===== src/sv/spkd_pkg.sv =====
// ----------------------------------------------------------------------------
// Spike count difference distance: shared package
// Field widths, operation codes and the control bundle of the shared
// multiply-accumulate unit.
// ----------------------------------------------------------------------------
`default_nettype none

package spkd_pkg;

   localparam int SPIKE_W  = 32;
   localparam int OPCODE_W = 2;
   localparam int DIST_W   = 46;

   localparam logic [OPCODE_W-1:0] OP_ADD_REF   = 2'd0;
   localparam logic [OPCODE_W-1:0] OP_ADD_TEST  = 2'd1;
   localparam logic [OPCODE_W-1:0] OP_COMPUTE   = 2'd2;
   localparam logic [OPCODE_W-1:0] OP_CLEAR_REF = 2'd3;

   // Control of the shared multiply-accumulate unit.
   typedef struct packed {
      logic clear;   // zero the accumulator
      logic acc;     // add one partial product
      logic hi;      // use the upper half of the gap, weighted by the split point
   } mac_ctl_type;

endpackage

`default_nettype wire


===== src/sv/spkd_if.sv =====
// ----------------------------------------------------------------------------
// Spike count difference distance: channel interfaces
// Valid/ready channels for the request items and the result items.
// ----------------------------------------------------------------------------
`default_nettype none

interface spkd_req_if;
   logic                             valid;
   logic                             ready;
   logic [spkd_pkg::OPCODE_W-1:0]    opcode;
   logic [spkd_pkg::SPIKE_W-1:0]     spike_time;

   modport source (output valid, output opcode, output spike_time, input ready);
   modport sink   (input valid, input opcode, input spike_time, output ready);
endinterface

interface spkd_rsp_if;
   logic                             valid;
   logic                             ready;
   logic signed [spkd_pkg::DIST_W-1:0] distance;
   logic                             train_overflow;

   modport source (output valid, output distance, output train_overflow, input ready);
   modport sink   (input valid, input distance, input train_overflow, output ready);
endinterface

`default_nettype wire


===== src/sv/spkd_ram.sv =====
// ----------------------------------------------------------------------------
// Spike train store
// Single write port, single read port, registered read data.
// ----------------------------------------------------------------------------
`default_nettype none

module spkd_ram #(
   parameter int DEPTH = 64,
   parameter int AW    = 6,
   parameter int DW    = 32
) (
   input  wire logic          clock,
   input  wire logic          we,
   input  wire logic [AW-1:0] waddr,
   input  wire logic [DW-1:0] wdata,
   input  wire logic [AW-1:0] raddr,
   output logic      [DW-1:0] rdata
);

   logic [DW-1:0] mem [DEPTH];
   logic [DW-1:0] rdata_ff;

   always_ff @(posedge clock) begin
      if (we) begin
         mem[waddr] <= wdata;
      end
      rdata_ff <= mem[raddr];
   end

   assign rdata = rdata_ff;

endmodule

`default_nettype wire


===== src/sv/spkd_mac.sv =====
// ----------------------------------------------------------------------------
// Shared multiply-accumulate unit
// Multiplies a signed time gap by a squared count difference in two halves
// and accumulates the products modulo 2^46.
// ----------------------------------------------------------------------------
`default_nettype none

module spkd_mac #(
   parameter int GW  = 33,
   parameter int SQW = 14
) (
   input  wire logic                              clock,
   input  wire logic signed [GW-1:0]              gap,
   input  wire logic        [SQW-1:0]             fac,
   input  wire spkd_pkg::mac_ctl_type             ctl,
   output logic signed [spkd_pkg::DIST_W-1:0]     sum
);

   localparam int LB = (GW + 1) / 2;
   localparam int PW = LB + SQW + 2;
   localparam int DW = spkd_pkg::DIST_W;

   logic signed [LB:0]     opa;
   logic signed [SQW:0]    opb;
   logic signed [PW-1:0]   prod;
   logic signed [DW-1:0]   prod_ext;
   logic signed [DW-1:0]   addend;
   logic signed [DW-1:0]   sum_ff;
   logic signed [DW-1:0]   sum_in;

   always_comb begin
      if (ctl.hi) begin
         opa = (LB+1)'($signed(gap[GW-1:LB]));
      end else begin
         opa = $signed({1'b0, gap[LB-1:0]});
      end
      opb      = $signed({1'b0, fac});
      prod     = PW'(opa * opb);
      prod_ext = DW'(prod);
      addend   = ctl.hi ? (prod_ext <<< LB) : prod_ext;
      if (ctl.clear) begin
         sum_in = '0;
      end else if (ctl.acc) begin
         sum_in = sum_ff + addend;
      end else begin
         sum_in = sum_ff;
      end
   end

   always_ff @(posedge clock) begin
      sum_ff <= sum_in;
   end

   assign sum = sum_ff;

endmodule

`default_nettype wire


===== src/sv/spike_count_difference_distance_top.sv =====
// ----------------------------------------------------------------------------
// Spike count difference distance
// Stores a reference and a test spike train and integrates the squared
// running count difference over the merged train up to the window end.
// ----------------------------------------------------------------------------
//
//   channel   direction  handshake      payload
//   req_if    in         valid/ready    opcode, spike_time
//   rsp_if    out        valid/ready    distance, train_overflow
//   csr       in         csr_we         csr_wdata (time_length)
//
// Adding a spike or clearing the reference train leaves the block idle, so such
// items are taken back to back. A compute walks the merged trains through one
// shared multiplier: each stored spike passes READ, PICK, MUL_LO and MUL_HI,
// then the tail passes TAIL, MUL_LO and MUL_HI before DONE (DONE straight away
// if both trains are empty). A finished result waits in the output register; a
// later compute holds in its last step until that result is taken. Reset is
// synchronous and clears the counts, the overflow flag and time_length.
// ----------------------------------------------------------------------------
`default_nettype none

module spike_count_difference_distance_top #(
   parameter int MAX_SPIKES = 64,
   parameter int TIME_BITS  = 32
) (
   input  wire logic                           clock,
   input  wire logic                           reset,
   spkd_req_if.sink                            req_if,
   spkd_rsp_if.source                          rsp_if,
   input  wire logic                           csr_we,
   input  wire logic [spkd_pkg::SPIKE_W-1:0]   csr_wdata
);

   localparam int TW  = (TIME_BITS < spkd_pkg::SPIKE_W) ? TIME_BITS : spkd_pkg::SPIKE_W;
   localparam int GW  = TW + 1;
   localparam int CW  = $clog2(MAX_SPIKES + 1);
   localparam int AW  = (MAX_SPIKES > 1) ? $clog2(MAX_SPIKES) : 1;
   localparam int SQW = 2 * CW;
   localparam int DW  = spkd_pkg::DIST_W;

   localparam logic [2:0] S_IDLE   = 3'd0;
   localparam logic [2:0] S_READ   = 3'd1;
   localparam logic [2:0] S_PICK   = 3'd2;
   localparam logic [2:0] S_MUL_LO = 3'd3;
   localparam logic [2:0] S_MUL_HI = 3'd4;
   localparam logic [2:0] S_TAIL   = 3'd5;
   localparam logic [2:0] S_DONE   = 3'd6;

   logic [2:0]            state_ff, state_in;
   logic [CW-1:0]         rcnt_ff, rcnt_in;
   logic [CW-1:0]         tcnt_ff, tcnt_in;
   logic                  ovf_ff, ovf_in;
   logic [TW-1:0]         tlen_ff;
   logic [CW-1:0]         ri_ff, ri_in;
   logic [CW-1:0]         ti_ff, ti_in;
   logic [TW-1:0]         prev_ff, prev_in;
   logic signed [CW:0]    d_ff, d_in;
   logic [SQW-1:0]        sq_ff, sq_in;
   logic signed [GW-1:0]  gap_ff, gap_in;
   logic [SQW-1:0]        fac_ff, fac_in;
   logic                  last_ff, last_in;
   logic                  tail_ff, tail_in;
   logic                  rsp_valid_ff, rsp_valid_in;
   logic signed [DW-1:0]  rsp_dist_ff, rsp_dist_in;
   logic                  rsp_ovf_ff, rsp_ovf_in;

   logic                  accept;
   logic [TW-1:0]         req_time;
   logic                  ref_we, test_we;
   logic [TW-1:0]         ref_rdata, test_rdata;
   logic                  take_ref;
   logic [TW-1:0]         pick_time;
   logic signed [SQW:0]   two_d;
   logic signed [SQW:0]   sq_next;
   logic [CW-1:0]         ri_next, ti_next;
   spkd_pkg::mac_ctl_type mac_ctl;
   logic signed [DW-1:0]  mac_sum;

   assign accept   = req_if.valid && req_if.ready;
   assign req_time = req_if.spike_time[TW-1:0];
   assign ref_we   = accept && (req_if.opcode == spkd_pkg::OP_ADD_REF)
                     && (rcnt_ff < CW'(MAX_SPIKES));
   assign test_we  = accept && (req_if.opcode == spkd_pkg::OP_ADD_TEST)
                     && (tcnt_ff < CW'(MAX_SPIKES));

   spkd_ram #(.DEPTH(MAX_SPIKES), .AW(AW), .DW(TW)) u_ref_ram (
      .clock (clock),
      .we    (ref_we),
      .waddr (rcnt_ff[AW-1:0]),
      .wdata (req_time),
      .raddr (ri_ff[AW-1:0]),
      .rdata (ref_rdata)
   );

   spkd_ram #(.DEPTH(MAX_SPIKES), .AW(AW), .DW(TW)) u_test_ram (
      .clock (clock),
      .we    (test_we),
      .waddr (tcnt_ff[AW-1:0]),
      .wdata (req_time),
      .raddr (ti_ff[AW-1:0]),
      .rdata (test_rdata)
   );

   spkd_mac #(.GW(GW), .SQW(SQW)) u_mac (
      .clock (clock),
      .gap   (gap_ff),
      .fac   (fac_ff),
      .ctl   (mac_ctl),
      .sum   (mac_sum)
   );

   // Merge choice: on equal times the reference spike goes first.
   always_comb begin
      take_ref  = (ri_ff < rcnt_ff) && ((ti_ff >= tcnt_ff) || (ref_rdata <= test_rdata));
      pick_time = take_ref ? ref_rdata : test_rdata;
      two_d     = (SQW+1)'(d_ff) <<< 1;
      // (d -/+ 1)^2 = d^2 -/+ 2d + 1
      if (take_ref) begin
         sq_next = $signed({1'b0, sq_ff}) - two_d + (SQW+1)'(1);
      end else begin
         sq_next = $signed({1'b0, sq_ff}) + two_d + (SQW+1)'(1);
      end
      ri_next = take_ref ? ri_ff + CW'(1) : ri_ff;
      ti_next = take_ref ? ti_ff : ti_ff + CW'(1);
   end

   always_comb begin
      state_in     = state_ff;
      rcnt_in      = rcnt_ff;
      tcnt_in      = tcnt_ff;
      ovf_in       = ovf_ff;
      ri_in        = ri_ff;
      ti_in        = ti_ff;
      prev_in      = prev_ff;
      d_in         = d_ff;
      sq_in        = sq_ff;
      gap_in       = gap_ff;
      fac_in       = fac_ff;
      last_in      = last_ff;
      tail_in      = tail_ff;
      rsp_valid_in = rsp_valid_ff && !rsp_if.ready;
      rsp_dist_in  = rsp_dist_ff;
      rsp_ovf_in   = rsp_ovf_ff;
      mac_ctl      = '0;

      case (state_ff)
         S_IDLE: begin
            if (accept) begin
               case (req_if.opcode)
                  spkd_pkg::OP_ADD_REF: begin
                     if (ref_we) begin
                        rcnt_in = rcnt_ff + CW'(1);
                     end else begin
                        ovf_in = 1'b1;
                     end
                  end
                  spkd_pkg::OP_ADD_TEST: begin
                     if (test_we) begin
                        tcnt_in = tcnt_ff + CW'(1);
                     end else begin
                        ovf_in = 1'b1;
                     end
                  end
                  spkd_pkg::OP_COMPUTE: begin
                     mac_ctl.clear = 1'b1;
                     ri_in   = '0;
                     ti_in   = '0;
                     prev_in = '0;
                     d_in    = '0;
                     sq_in   = '0;
                     tail_in = 1'b0;
                     if ((rcnt_ff == '0) && (tcnt_ff == '0)) begin
                        state_in = S_DONE;
                     end else begin
                        state_in = S_READ;
                     end
                  end
                  default: begin
                     rcnt_in = '0;
                  end
               endcase
            end
         end
         S_READ: begin
            state_in = S_PICK;
         end
         S_PICK: begin
            gap_in  = $signed(GW'(pick_time)) - $signed(GW'(prev_ff));
            fac_in  = sq_ff;
            sq_in   = sq_next[SQW-1:0];
            d_in    = take_ref ? d_ff - (CW+1)'(1) : d_ff + (CW+1)'(1);
            prev_in = pick_time;
            ri_in   = ri_next;
            ti_in   = ti_next;
            last_in = (ri_next >= rcnt_ff) && (ti_next >= tcnt_ff);
            state_in = S_MUL_LO;
         end
         S_MUL_LO: begin
            mac_ctl.acc = 1'b1;
            state_in    = S_MUL_HI;
         end
         S_MUL_HI: begin
            mac_ctl.acc = 1'b1;
            mac_ctl.hi  = 1'b1;
            if (tail_ff) begin
               state_in = S_DONE;
            end else if (last_ff) begin
               state_in = S_TAIL;
            end else begin
               state_in = S_READ;
            end
         end
         S_TAIL: begin
            gap_in   = $signed(GW'(tlen_ff)) - $signed(GW'(prev_ff));
            fac_in   = sq_ff;
            tail_in  = 1'b1;
            state_in = S_MUL_LO;
         end
         S_DONE: begin
            if (!rsp_valid_ff || rsp_if.ready) begin
               rsp_valid_in = 1'b1;
               rsp_dist_in  = mac_sum;
               rsp_ovf_in   = ovf_ff;
               tcnt_in      = '0;
               ovf_in       = 1'b0;
               state_in     = S_IDLE;
            end
         end
         default: begin
            state_in = S_IDLE;
         end
      endcase
   end

   always_ff @(posedge clock) begin
      if (reset) begin
         state_ff     <= S_IDLE;
         rcnt_ff      <= '0;
         tcnt_ff      <= '0;
         ovf_ff       <= 1'b0;
         tlen_ff      <= '0;
         rsp_valid_ff <= 1'b0;
      end else begin
         state_ff     <= state_in;
         rcnt_ff      <= rcnt_in;
         tcnt_ff      <= tcnt_in;
         ovf_ff       <= ovf_in;
         rsp_valid_ff <= rsp_valid_in;
         if (csr_we) begin
            tlen_ff <= csr_wdata[TW-1:0];
         end
      end
   end

   always_ff @(posedge clock) begin
      ri_ff       <= ri_in;
      ti_ff       <= ti_in;
      prev_ff     <= prev_in;
      d_ff        <= d_in;
      sq_ff       <= sq_in;
      gap_ff      <= gap_in;
      fac_ff      <= fac_in;
      last_ff     <= last_in;
      tail_ff     <= tail_in;
      rsp_dist_ff <= rsp_dist_in;
      rsp_ovf_ff  <= rsp_ovf_in;
   end

   assign req_if.ready          = (state_ff == S_IDLE);
   assign rsp_if.valid          = rsp_valid_ff;
   assign rsp_if.distance       = rsp_dist_ff;
   assign rsp_if.train_overflow = rsp_ovf_ff;

endmodule

`default_nettype wire


===== src/flat_wrapper.sv =====
// flat-port wrapper written by rule: the top's interface ports become plain ports
module spike_count_difference_distance_top_flat 
#(
   parameter int MAX_SPIKES = 64,
   parameter int TIME_BITS  = 32
)
  (clock, reset, csr_we, csr_wdata, req_if_valid, req_if_opcode, req_if_spike_time, req_if_ready, rsp_if_valid, rsp_if_distance, rsp_if_train_overflow, rsp_if_ready);
  spkd_req_if req_if_i ();
  spkd_rsp_if rsp_if_i ();
  input  wire logic clock;
  input  wire logic reset;
  input  wire logic csr_we;
  input  wire logic [spkd_pkg::SPIKE_W-1:0] csr_wdata;
  input wire logic [$bits(req_if_i.valid)-1:0] req_if_valid;
  input wire logic [$bits(req_if_i.opcode)-1:0] req_if_opcode;
  input wire logic [$bits(req_if_i.spike_time)-1:0] req_if_spike_time;
  output wire logic [$bits(req_if_i.ready)-1:0] req_if_ready;
  output wire logic [$bits(rsp_if_i.valid)-1:0] rsp_if_valid;
  output wire logic [$bits(rsp_if_i.distance)-1:0] rsp_if_distance;
  output wire logic [$bits(rsp_if_i.train_overflow)-1:0] rsp_if_train_overflow;
  input wire logic [$bits(rsp_if_i.ready)-1:0] rsp_if_ready;
  assign req_if_i.valid = req_if_valid;
  assign req_if_i.opcode = req_if_opcode;
  assign req_if_i.spike_time = req_if_spike_time;
  assign req_if_ready = req_if_i.ready;
  assign rsp_if_valid = rsp_if_i.valid;
  assign rsp_if_distance = rsp_if_i.distance;
  assign rsp_if_train_overflow = rsp_if_i.train_overflow;
  assign rsp_if_i.ready = rsp_if_ready;
  spike_count_difference_distance_top #(.MAX_SPIKES(MAX_SPIKES), .TIME_BITS(TIME_BITS)) u_core (.clock(clock), .reset(reset), .req_if(req_if_i), .rsp_if(rsp_if_i), .csr_we(csr_we), .csr_wdata(csr_wdata));
endmodule

===== config.mk =====
export PLATFORM = sky130hd
export DESIGN_NAME = spike_count_difference_distance_top_flat
export DESIGN_NICKNAME = d
export VERILOG_FILES = /design/src/sv/spkd_pkg.sv /design/src/sv/spkd_if.sv /design/src/sv/spkd_ram.sv /design/src/sv/spkd_mac.sv /design/src/sv/spike_count_difference_distance_top.sv /design/src/flat_wrapper.sv
export SDC_FILE = /design/constraint.sdc
export NUM_CORES = 2
export LEC_CHECK = 0
export BUFFER_PORTS_ARGS = -buffer_cell sky130_fd_sc_hd__buf_2
export CAP_MARGIN = 40
export CORE_ASPECT_RATIO = 0.7
export CORE_MARGIN = 2
export CORE_UTILIZATION = 50
export DETAILED_ROUTE_END_ITERATION = 8
export PLACE_DENSITY = 0.78
export SETUP_SLACK_MARGIN = 0.5
export SLEW_MARGIN = 5
export SYNTH_ARGS = -nofsm -noshare
export SYNTH_HDL_FRONTEND = slang
export SYNTH_SLANG_ARGS = --single-unit

===== constraint.sdc =====
create_clock -name clock -period 9.05 [get_ports clock]
set_input_delay 1.3575 -clock clock [delete_from_list [all_inputs] [get_ports clock]]
set_output_delay 1.3575 -clock clock [all_outputs]
set_load 0.05 [all_outputs]

==> results.json <==
{
  "post-synth-top-area-fraction": 0.698,
  "first_global_vias": 95700,
  "slew_headroom": 0.254,
  "synthToLayoutAreaGrowth_pct": 12.9,
  "cts_buffers": 391,
  "clock-root-buffer": "sky130_fd_sc_hd__clkbuf_16",
  "remaining_drc_errors": 0,
  "layout.nets": 9983,
  "synth_edf_count": 4260,
  "clk_pin_slew_worst_paths_ps": 60,
  "avgViaCountPerCell": 6.59,
  "peak_per_stage_delay_on_the_critical_path_ps": 550,
  "postSynthRegisterBits": 4421,
  "pre_cts_ws_ps": -11.9,
  "boundaryPins": 120,
  "htree_num_levels": 5,
  "route.vias.total": 96300,
  "synth_top_cells_by_area": "sky130_fd_sc_hd__edfxtp_1 70%, sky130_fd_sc_hd__mux4_2 17%, sky130_fd_sc_hd__fa_1 2.7%",
  "floorplan.core_area_mm2": 0.364,
  "final_min_period_over_clock_period": 0.963,
  "worst_tran_pin_value_ps": 1120,
  "mappedNetlistArea_mm2": 0.183,
  "synth-warning-count": 0,
  "grt_max_degree": 147,
  "globalRouteTotalUtil": 0.273,
  "critPathCaptureType": "register",
  "ys.flop_type": "sky130_fd_sc_hd__edfxtp_1",
  "crit_slowest_cell": "sky130_fd_sc_hd__fa_1",
  "critical_path.n_buffers_inverters": 8,
  "starting_density": 0.504,
  "grt-ovfl-total": 0,
  "clock_insertion_delay_worst_skew_ps": 980,
  "timing.final.hold_violations": 0,
  "setup.worst_path.start_class": "register",
  "crit_path_max_delay_family": "adder cells",
  "io_buffers": 119,
  "synth-async-reset-ratio": 0,
  "chipWidth_um": 728,
  "fmax_mhz": 115,
  "antenna_left": 0,
  "hold_buffers": 0,
  "layout_setup_ws_ps": 332,
  "routed_wirelength_um": 513000,
  "data_arrival_at_the_endpoint_of_the_critical_path_ps": 9490,
  "synth.largest_area_cell": "sky130_fd_sc_hd__edfxtp_1",
  "wire_per_inst_um": 35.1,
  "cp_max_fo": 7,
  "final.setup_skew_ps": 130,
  "detailedPlacementHpwl_um": 281000,
  "cap_viol_max_count": 0,
  "firstDrtPassIters": 6,
  "clock_tree_from_tritoncts": "yes",
  "grt_pass1_wl_um": 721000,
  "drive_gt1_frac": 0.282,
  "cts_buffer_depth": 4,
  "setup_viol": 0,
  "die_height_um": 510,
  "dieArea_mm2": 0.371,
  "grt_antenna_before_repair": 60,
  "filler_cells_inserted": 25200,
  "timing.final.max_slew_violations": 0,
  "hold_path_class": "register to register",
  "crit_required_ps": 9820,
  "outcome": "finished clean",
  "synth_most_common_cell": "sky130_fd_sc_hd__edfxtp_1",
  "post_synthesis_area_per_instance_um2": 20.6,
  "count_of_distinct_cell_types_in_the_synthesized_netlist": 79,
  "number_of_clock_sinks": 4421,
  "detail_route.iter0.violations": 15800,
  "min_period_ps": 8720,
  "synth-seq-area-share": 0.716,
  "synthCells": 8904,
  "timing.setup.critical_path_class": "register to register",
  "library_cell_appearing_most_often_on_the_critical_path": "sky130_fd_sc_hd__fa_1",
  "routabilityCongestion": 0.922,
  "placement_rows": 185,
  "unrepaired_setup_endpoints_after_global_routing": "yes",
  "most_frequent_cells_after_synthesis": "4260 x sky130_fd_sc_hd__edfxtp_1, 1344 x sky130_fd_sc_hd__mux4_2, 384 x sky130_fd_sc_hd__inv_1",
  "synth_fp_nets": 9488
}
## flip-flops by register name, indices dropped and copies added, names as in the netlist
signal and cells:
u_core.u_ref_ram.mem 2048, u_core.sq_ff 14, u_core.rsp_if.train_overflow 1, u_core.state_ff 3, u_core.u_mac.sum 46, u_core.rsp_if.distance 46
u_core.gap_ff 33, u_core.u_test_ram.mem 2048, u_core.ovf_ff 1, u_core.last_ff 1, u_core.u_test_ram.rdata 32, u_core.rsp_if.valid 1
u_core.d_ff 8, u_core.tail_ff 1, u_core.rcnt_ff 7, u_core.tlen_ff 32, u_core.fac_ff 14, u_core.ti_ff 7
u_core.ri_ff 7, u_core.u_ref_ram.rdata 32, u_core.prev_ff 32, u_core.tcnt_ff 7
## cell families after synthesis
| kind of cell | count (synthesis) | share of synthesized area |
|---|---|---|
| flops | 4421 | 0.716 |
| mux | 1426 | 0.170 |
| simple gates | 1059 | 0.0273 |
| buf+inv | 804 | 0.0167 |
| compound gates | 536 | 0.0185 |
| fa+ha+maj | 513 | 0.0452 |
| xor+xnor | 145 | 0.00693 |
## layout by cell type, fill, tap and decap left out, types with 131 or more instances in the layout
| cell | count |
|---|---|
| sky130_fd_sc_hd__ha_1 | 245 |
| sky130_fd_sc_hd__and2_1 | 131 |
| sky130_fd_sc_hd__nor2_1 | 241 |
| sky130_fd_sc_hd__fa_1 | 241 |
| sky130_fd_sc_hd__clkbuf_16 | 405 |
| sky130_fd_sc_hd__edfxtp_1 | 4260 |
| sky130_fd_sc_hd__buf_4 | 361 |
| sky130_fd_sc_hd__inv_1 | 374 |
| sky130_fd_sc_hd__dfxtp_1 | 158 |
| sky130_fd_sc_hd__nand2_1 | 235 |
| sky130_fd_sc_hd__mux4_2 | 1344 |
| sky130_fd_sc_hd__a21oi_1 | 179 |
## through the flow
step	instances	area [µm²]	hold WS, ps	utilization	setup TNS, ps
2_1_floorplan	8904	183000	409	-	0
3_3_place_gp	13800	192000	419	0.527	0
3_5_place_dp	13800	193000	427	0.529	-11.9
4_1_cts	14500	206000	442	0.566	0
5_1_grt	14600	207000	461	0.569	0
6_report	14600	207000	445	0.569	0
## final cells by class
| cell class | instances | area [µm²] | share of cell area |
|---|---|---|---|
| antenna | 32 | 80.1 | 0.000387 |
| tap | 4862 | 6080 | 0.0294 |
| sequential | 4421 | 131000 | 0.634 |
| clock inverter | 224 | 2180 | 0.0106 |
| clock buffer | 492 | 10500 | 0.0508 |
| multi-input combinational | 3680 | 50900 | 0.246 |
| inverter | 388 | 1460 | 0.00704 |
| timing repair buffer | 517 | 4510 | 0.0218 |
## metal layers
| metal | up-vias | wire length [µm] | global-route usage |
|---|---|---|---|
| li1 | 37000 | - | - |
| met1 | 50300 | 182000 | 0.369 |
| met2 | 7704 | 239000 | 0.425 |
| met3 | 1241 | 67800 | 0.0783 |
| met4 | 46 | 23600 | 0.107 |
| met5 | - | 330 | 0 |
## final timing paths
| path | startpoint | endpoint | slack (ps) | cells after the start |
|---|---|---|---|---|
| setup / recovery | u_core.state_ff[1] | u_core.u_mac.sum[33] | 330 | 39 |
| hold / removal | u_core.ovf_ff | u_core.rsp_if.train_overflow | 440 | 0 |
| setup reg to reg | u_core.state_ff[1] | u_core.u_mac.sum[33] | 330 | 39 |
| hold reg to reg | u_core.ovf_ff | u_core.rsp_if.train_overflow | 440 | 0 |
## repair_timing
item	in CTS	in global routing
setup endpoints to repair	19	26
gates resized for setup	81	120
gates cloned	1	0
pin swaps	46	102
buffers inserted	13	37
## worst register-to-register path: cells and delay by family, from the launching register on
kind / cells / cell delay (ps)
AO/OA/AOI/OAI: 12 / 1960
adder cells (fa/ha/maj): 8 / 3560
AND/OR/NAND/NOR: 10 / 1640
buffers and inverters: 8 / 800
XOR/XNOR: 1 / 270
flip-flops: 1 / 340
Power is left out: the tool's default activity adds up to more than one toggle a clock period on the data nets, which glitch-free logic cannot reach.
